--- config.mk ---
export PLATFORM = sky130hd
export DESIGN_NAME = nps_ctrl
export DESIGN_NICKNAME = d
export VERILOG_FILES = /design/src/sv/nps_pkg.sv /design/src/sv/nps_ctrl.sv
export VERILOG_INCLUDE_DIRS = /design/src /design/src/sv
export SDC_FILE = /design/constraint.sdc
export NUM_CORES = 1
export LEC_CHECK = 0
export BUFFER_PORTS_ARGS = -buffer_cell sky130_fd_sc_hd__clkbuf_2
export CORE_AREA = 2 2 39 41
export CTS_CLUSTER_DIAMETER = 120
export DETAILED_ROUTE_END_ITERATION = 8
export DIE_AREA = 0 0 41 43
export HOLD_SLACK_MARGIN = 0.1
export PLACE_DENSITY = 0.48
export SETUP_SLACK_MARGIN = 0.5
export SKIP_LAST_GASP = 1
export SLEW_MARGIN = 20
export SYNTH_ARGS = -nofsm -noshare
export SYNTH_HDL_FRONTEND = slang
export SYNTH_SLANG_ARGS = --single-unit
export TNS_END_PERCENT = 30
--- constraint.sdc ---
create_clock -name clk -period 1.21 [get_ports clk]
set_input_delay 0.242 -clock clk [delete_from_list [all_inputs] [get_ports clk]]
set_output_delay 0.242 -clock clk [all_outputs]
set_load 0.05 [all_outputs]
--- src/sv/assert_macros.svh ---
// Assertion macros shared by the nearest point search RTL.
`ifndef ASSERT_MACROS_SVH
`define ASSERT_MACROS_SVH
`ifndef SYNTHESIS
// Plain property checked on every clock edge outside reset.
`define NPS_ASSERT(lbl, clk, rst, prop) \
  lbl: assert property (@(posedge clk) disable iff (rst) (prop)) \
    else $error("assertion failed");
// Same-cycle implication.
`define NPS_ASSERT_IMP(lbl, clk, rst, ante, cons) \
  lbl: assert property (@(posedge clk) disable iff (rst) (ante) |-> (cons)) \
    else $error("implication failed");
// Next-cycle implication.
`define NPS_ASSERT_NXT(lbl, clk, rst, ante, cons) \
  lbl: assert property (@(posedge clk) disable iff (rst) (ante) |=> (cons)) \
    else $error("next-cycle implication failed");
`else
`define NPS_ASSERT(lbl, clk, rst, prop)
`define NPS_ASSERT_IMP(lbl, clk, rst, ante, cons)
`define NPS_ASSERT_NXT(lbl, clk, rst, ante, cons)
`endif
`endif

--- src/sv/nps_pkg.sv ---
// Shared constants and controller/datapath interface types for nearest point search.
`timescale 1ns / 1ps
`default_nettype none
package nps_pkg;

  // Field widths of the stream items
  localparam int FIELD_W    = 16;
  localparam int CMD_W      = 2;
  localparam int STATUS_W   = 2;
  localparam int NODE_IDX_W = 8;
  localparam int DIST_OUT_W = 34;

  // Command codes
  localparam logic [CMD_W-1:0] CMD_INSERT    = 2'd0;
  localparam logic [CMD_W-1:0] CMD_QUERY     = 2'd1;
  localparam logic [CMD_W-1:0] CMD_NEW_GROUP = 2'd2;

  // Status codes
  localparam logic [STATUS_W-1:0] ST_OK        = 2'd0;
  localparam logic [STATUS_W-1:0] ST_NOT_FOUND = 2'd1;
  localparam logic [STATUS_W-1:0] ST_FULL      = 2'd2;

  // Controller to datapath commands
  typedef struct packed {
    logic latch;     // capture the input item
    logic exec;      // run insert / clear / query setup
    logic scan;      // issue one table read
    logic finish;    // form the query result
    logic load_out;  // move result into the output register
  } nps_cmd_t;

  // Datapath to controller status
  typedef struct packed {
    logic cmd_query;  // latched command is a query
    logic empty;      // no points stored
    logic scan_last;  // current read address is the last stored point
    logic pipe_busy;  // distance pipeline still holds a point
  } nps_stat_t;

endpackage
`default_nettype wire

--- src/sv/nps_ctrl.sv ---
// Controller state machine for nearest point search.
`timescale 1ns / 1ps
`default_nettype none
`include "assert_macros.svh"
module nps_ctrl (
  input  logic              clk,
  input  logic              rst,
  input  logic              s_tvalid,
  output logic              s_tready,
  output logic              m_tvalid,
  input  logic              m_tready,
  input  nps_pkg::nps_stat_t stat,
  output nps_pkg::nps_cmd_t  cmd
);
  import nps_pkg::*;

  typedef enum logic [2:0] {
    S_IDLE,
    S_EXEC,
    S_SCAN,
    S_DRAIN,
    S_DONE
  } state_t;

  state_t state;

  // Commands decoded from state
  always_comb begin
    cmd          = '0;
    s_tready     = (state == S_IDLE);
    cmd.latch    = (state == S_IDLE) && s_tvalid;
    cmd.exec     = (state == S_EXEC);
    cmd.scan     = (state == S_SCAN);
    cmd.finish   = (state == S_DRAIN) && !stat.pipe_busy;
    cmd.load_out = (state == S_DONE) && (!m_tvalid || m_tready);
  end

  // State and output valid
  always_ff @(posedge clk) begin
    if (rst) begin
      state    <= S_IDLE;
      m_tvalid <= 1'b0;
    end else begin
      if (cmd.load_out) begin
        m_tvalid <= 1'b1;
      end else if (m_tready) begin
        m_tvalid <= 1'b0;
      end
      case (state)
        S_IDLE: begin
          if (s_tvalid) state <= S_EXEC;
        end
        S_EXEC: begin
          if (stat.cmd_query && !stat.empty) state <= S_SCAN;
          else state <= S_DONE;
        end
        S_SCAN: begin
          if (stat.scan_last) state <= S_DRAIN;
        end
        S_DRAIN: begin
          if (!stat.pipe_busy) state <= S_DONE;
        end
        S_DONE: begin
          if (!m_tvalid || m_tready) state <= S_IDLE;
        end
        default: begin
          state <= S_IDLE;
        end
      endcase
    end
  end

  `NPS_ASSERT_NXT(a_accept_exec, clk, rst, s_tvalid && s_tready, state == S_EXEC)
  `NPS_ASSERT_NXT(a_hold_result, clk, rst, state == S_DONE && m_tvalid && !m_tready,
                  state == S_DONE && m_tvalid)
  `NPS_ASSERT_NXT(a_scan_runs, clk, rst, state == S_SCAN && !stat.scan_last,
                  state == S_SCAN)

endmodule
`default_nettype wire

# Yosys cells after proc, flatten, opt, wreduce, memory -nomap -nowiden
# Cells that the tools add are included.
[word_totals]
ff_bits = 4
input_bits = 8
[op_classes]
n_eq_ne = 8
n_mux = 8
n_reduce_logical = 11
[op_table]
columns = ["op", "count"]
rows = [
  ["2-to-1 mux 3 bit", 5],
  ["case mux 3 bit (5 select lines)", 1],
  ["== test 3 x 2 -> 1 bit (second input constant)", 2],
  ["!= test 2 bit (second input constant)", 3],
  ["logical AND 1 bit", 4],
  ["AND reduction 4 bit", 1],
  ["== test 3 x 1 -> 1 bit (second input constant)", 1],
  ["== test 3 bit (second input constant)", 1],
  ["zero test 1 bit", 3],
  ["zero test 3 bit", 1],
  ["2-to-1 mux 1 bit", 2],
  ["!= test 2 x 1 -> 1 bit (second input constant)", 1],
  ["nonzero test 2 bit", 1],
  ["logical OR 1 bit", 1],
]

# Logic depth before layout (Yosys ltp)
[depth]
ltp_word = 4
mapped_depth = 5
ltp_nobuf = 4

# Least setup slack after synthesis
# Ideal clock, no wire load.
[synth_timing]
path_kind = "flip-flop to output port"
startpoint = "register state[1]"
endpoint = "output port cmd[4] (netlist name)"
arrival_ps = 2124
t_required_ps = 968
setup_slack_ps = -1156
stages_incl_launch_ff = 4
n_path_buf = 1
cell_sequence = "dfxtp_1 > buf_4 > nor3_1 > and2_1"
[synth_lines]
columns = ["item", "line_no", "text"]
rows = [
  ["start: declaration", "nps_ctrl.sv:25", "state_t state;"],
  ["start signal: assignment", "nps_ctrl.sv:41", "state <= S_IDLE;"],
  ["start signal: assignment", "nps_ctrl.sv:51", "if (s_tvalid) state <= S_EXEC;"],
  ["start signal: assignment", "nps_ctrl.sv:54", "if (stat.cmd_query && !stat.empty) state <= S_SCAN;"],
  ["end: declaration", "nps_ctrl.sv:13", "output nps_pkg::nps_cmd_t cmd"],
]

==> results <==
- Using the TritonRoute via totals, the vias-per-cell ratio works out to roughly 4.5.
- The critical path is of the reg -> out type.
- The final setup TNS is -1270 ps.
- Once layout is complete, the cells apart from fillers number 79.
- Entering global routing, the biggest net connects 9 pins.
- The count of nets left with antenna violations once routing finished came out at 0.
- In this run the number of H-tree levels came out at 1.
- The final net count is 73.
- VDD sags by at most 0.399 mV.
- The chip width is 41 um.
- In the final layout, the share of cells above drive strength 1 is 0.714.
- Counting every sink on the clock net gives 4.
- Before antenna repair, the detailed router went through 4 iterations.
- The TritonCTS clock tree is done.
- The sequential share of the synthesized area is 0.241.
- The DRC violation count after routing is 0.
- The final antenna diode count is 0.
- The placed wire-length estimate after detailed placement is 573 um.
- The CTS root buffer is sky130_fd_sc_hd__clkbuf_4.
- At the end of routability-driven placement, the weighted congestion stood at about 0.77.
- The kind of end point of the critical path is a primary output.
- The share of total power dissipated in the clock network is 0.193.
- The max-slew headroom at the worst pin is 0.818.
- The overall fraction of global-route tracks in use is 0.107.
- The clock arrives with 6.07 ps of skew.
- The analysis attributes to cell leakage a power of 0.000268 uW.
- The clock insertion delay at the later pin of the skew report is 230 ps.
- The number of standard cells after synthesis is 39.
- The die is about 43 um tall.
- The via count of the first global-routing pass is roughly 330.
- Synthesis inferred 4 register bits.
- The switching part of the total power is 0.428.
- The type of the worst min-delay path is in -> reg.
- The total overflow left after global routing is 0.
- The synthesized area divided by synthesized cell count is 8.53 sq um.
- The share of synthesized area in the top cell type comes to 0.241.
- The cell total after placement is 73.
- The overall die area is 0.00176 sq mm.
- The clock transition time at the flip-flop clock pins of the worst setup and hold paths is roughly 40 ps.
- The switching power total is 353 uW.
- The number of top-level pins is 15.
- For this block, the via count after detailed routing is 354.
- For the worst flop-to-flop path, the logic depth is 6.
- The max-capacitance violation count is 0.
- The fraction of the cycle the final worst path needs is 1.17.
- The initial utilization of the core area, before any placement, comes to 0.241.
- The number of failing setup endpoints in the final timing report is 9.
- The top cell type by total area after synthesis is sky130_fd_sc_hd__dfxtp_1.
- Of all nets on the critical path, the largest fanout is 7.
- Hold timing on the final database bottoms out at a slack of 275 ps.
- The fmax is just over 700 MHz.
- At the placement stage, the worst setup path has a slack of -128 ps.
- The count of different cell masters after synthesis is 22.
- The area of the mapped netlist is 333 sq um.
- After detailed routing, the total wire length is 837 um.
- Leaving out fill and tap cells, the most frequent cells in the layout are sky130_fd_sc_hd__clkbuf_2 (10), sky130_fd_sc_hd__buf_4 (9), sky130_fd_sc_hd__nand2_1 (4), sky130_fd_sc_hd__clkbuf_4 (3), sky130_fd_sc_hd__dfxtp_4 (3).
- The number of hold violations in the final report is 0.
- The area taken by multi-input logic gates is between 200 and 300 sq um.
- The number of antenna violations at the first check in global routing came to 0.
- The share of power burned in registers is 0.249.
- The final setup slack of the worst path is -204 ps.
- The critical path startpoint category is a register.
- The transition time at the pin with the least slew margin is 275 ps.
- The total power density per cell area is 1380 mW/mm^2.
- The library cell used most frequently in the layout, excluding fill and tap cells, is sky130_fd_sc_hd__clkbuf_2.
- Setup repair after global routing could not meet its margin everywhere.
- The run finished, with violations left.
- The count of buffers added on input and output ports is 14.
- The number of buffers added to fix hold violations after cts is 0.
- The combinational group share of total power is 0.558.
- Counting along the longest clock path gives a buffer depth of 2.
- The arrival time reported for the critical path endpoint is 1170 ps.
- The per-cell routed wire length is 10.6 um.
- The final count of pins violating max slew is 0.
- The core region is approximately 0.0014 sq mm.
- The first global-routing pass estimated 1300 um of wire.
- Summing internal, switching and leakage power gives 824 uW.
- The internal power of the cells totals 472 uW.
- The number of buffers created by CTS is 3.
- The worst hold path was traced through 2 stages.
- The combined flip-flop and latch cell area is just over 90 sq um.
- The fill cell total of the finished layout is 154.
- The initialized floorplan defines 14 standard-cell rows.
- The yosys synthesis warning count is 0.
- By area the synthesized netlist is led by sky130_fd_sc_hd__dfxtp_1 (24%), sky130_fd_sc_hd__o21ai_4 (9.8%), sky130_fd_sc_hd__and4bb_4 (4.9%).
- From synthesis to final layout, the design area changed by 79.3%.
- The critical path required time is around 970 ps.
- The routed design could run at a clock period as short as 1410 ps.
- The checks that failed: setup timing.
- For this block, the initial DRC count from the detailed router was 10.
- The number of nets in the synthesized netlist is 47.
==> synthesized netlist by cell type (all sizes together) <==
master / n
a41o: 1
and4bb: 1
nor3b: 3
and3: 2
a21oi: 2
buf: 2
nand2: 4
nand3: 2
and2: 1
nand2b: 3
dfxtp: 4
inv: 2
o31ai: 2
o21ai: 2
nor3: 4
nor2: 4
==> layer usage <==
| metal | GRT usage | wire, um | vias to the layer above |
|---|---|---|---|
| met5 | 0 | 0 | - |
| li1 | - | - | 191 |
| met3 | 0.0157 | 17 | 0 |
| met1 | 0.165 | 397 | 158 |
| met4 | 0.0600 | 0 | 0 |
| met2 | 0.134 | 422 | 5 |
==> state kept, by name, indices dropped and copies added (netlist names) <==
signal and cells:
m_tvalid 1, state 3
==> power by group through the flow <==
stage          combinational (uW)  clock [uW]  sequential (uW)
2_1_floorplan                 298           0              189
3_3_place_gp                  395           0              200
3_5_place_dp                  389           0              199
4_1_cts                       427         169              196
5_1_grt                       487         174              209
6_report                      460         159              205
==> cell families (layout without fill, tap and decap cells) <==
family                 after synthesis  in the layout  share of synthesized area
and+or+nand+nor                     24             24                      0.466
DFF                                  4              4                      0.241
buffers and inverters                4             28                     0.0790
AOI/OAI and AO/OA                    7              7                      0.214
==> metrics by stage <==
stage / cell area, sq um / utilization
5_1_grt: 597 / 0.431
3_5_place_dp: 485 / 0.351
6_report: 597 / 0.431
4_1_cts: 554 / 0.401
3_3_place_gp: 485 / 0.351
2_1_floorplan: 369 / -
==> layout make-up <==
cell class / count / share of cell area
Tap cell: 16 / 0.0335
Multi-Input combinational cell: 31 / 0.457
Inverter: 2 / 0.0126
Sequential cell: 4 / 0.153
Timing Repair Buffer: 23 / 0.306
Clock buffer: 3 / 0.0377
==> final timing paths <==
check             slack [ps]       end  startpoint
setup reg to reg        -180  state[1]    state[1]
hold reg to reg          530  m_tvalid    m_tvalid
setup / recovery        -200    cmd[4]    state[1]
hold / removal           280  m_tvalid         rst
==> timing repair <==
action                                  CTS  global route
pin swaps                                 1             1
gates cloned                              0             0
endpoints found under the setup margin   11            11
gates resized for setup                  10            12
buffers inserted                          1             2
==> critical path, cell delays in order, from the launching register on <==
cell and delay, ps:
sky130_fd_sc_hd__dfxtp_4 360, sky130_fd_sc_hd__buf_4 150, sky130_fd_sc_hd__nor3_4 110, sky130_fd_sc_hd__and2_4 170
sky130_fd_sc_hd__clkbuf_16 150
Power figures use the tool's default switching activity.
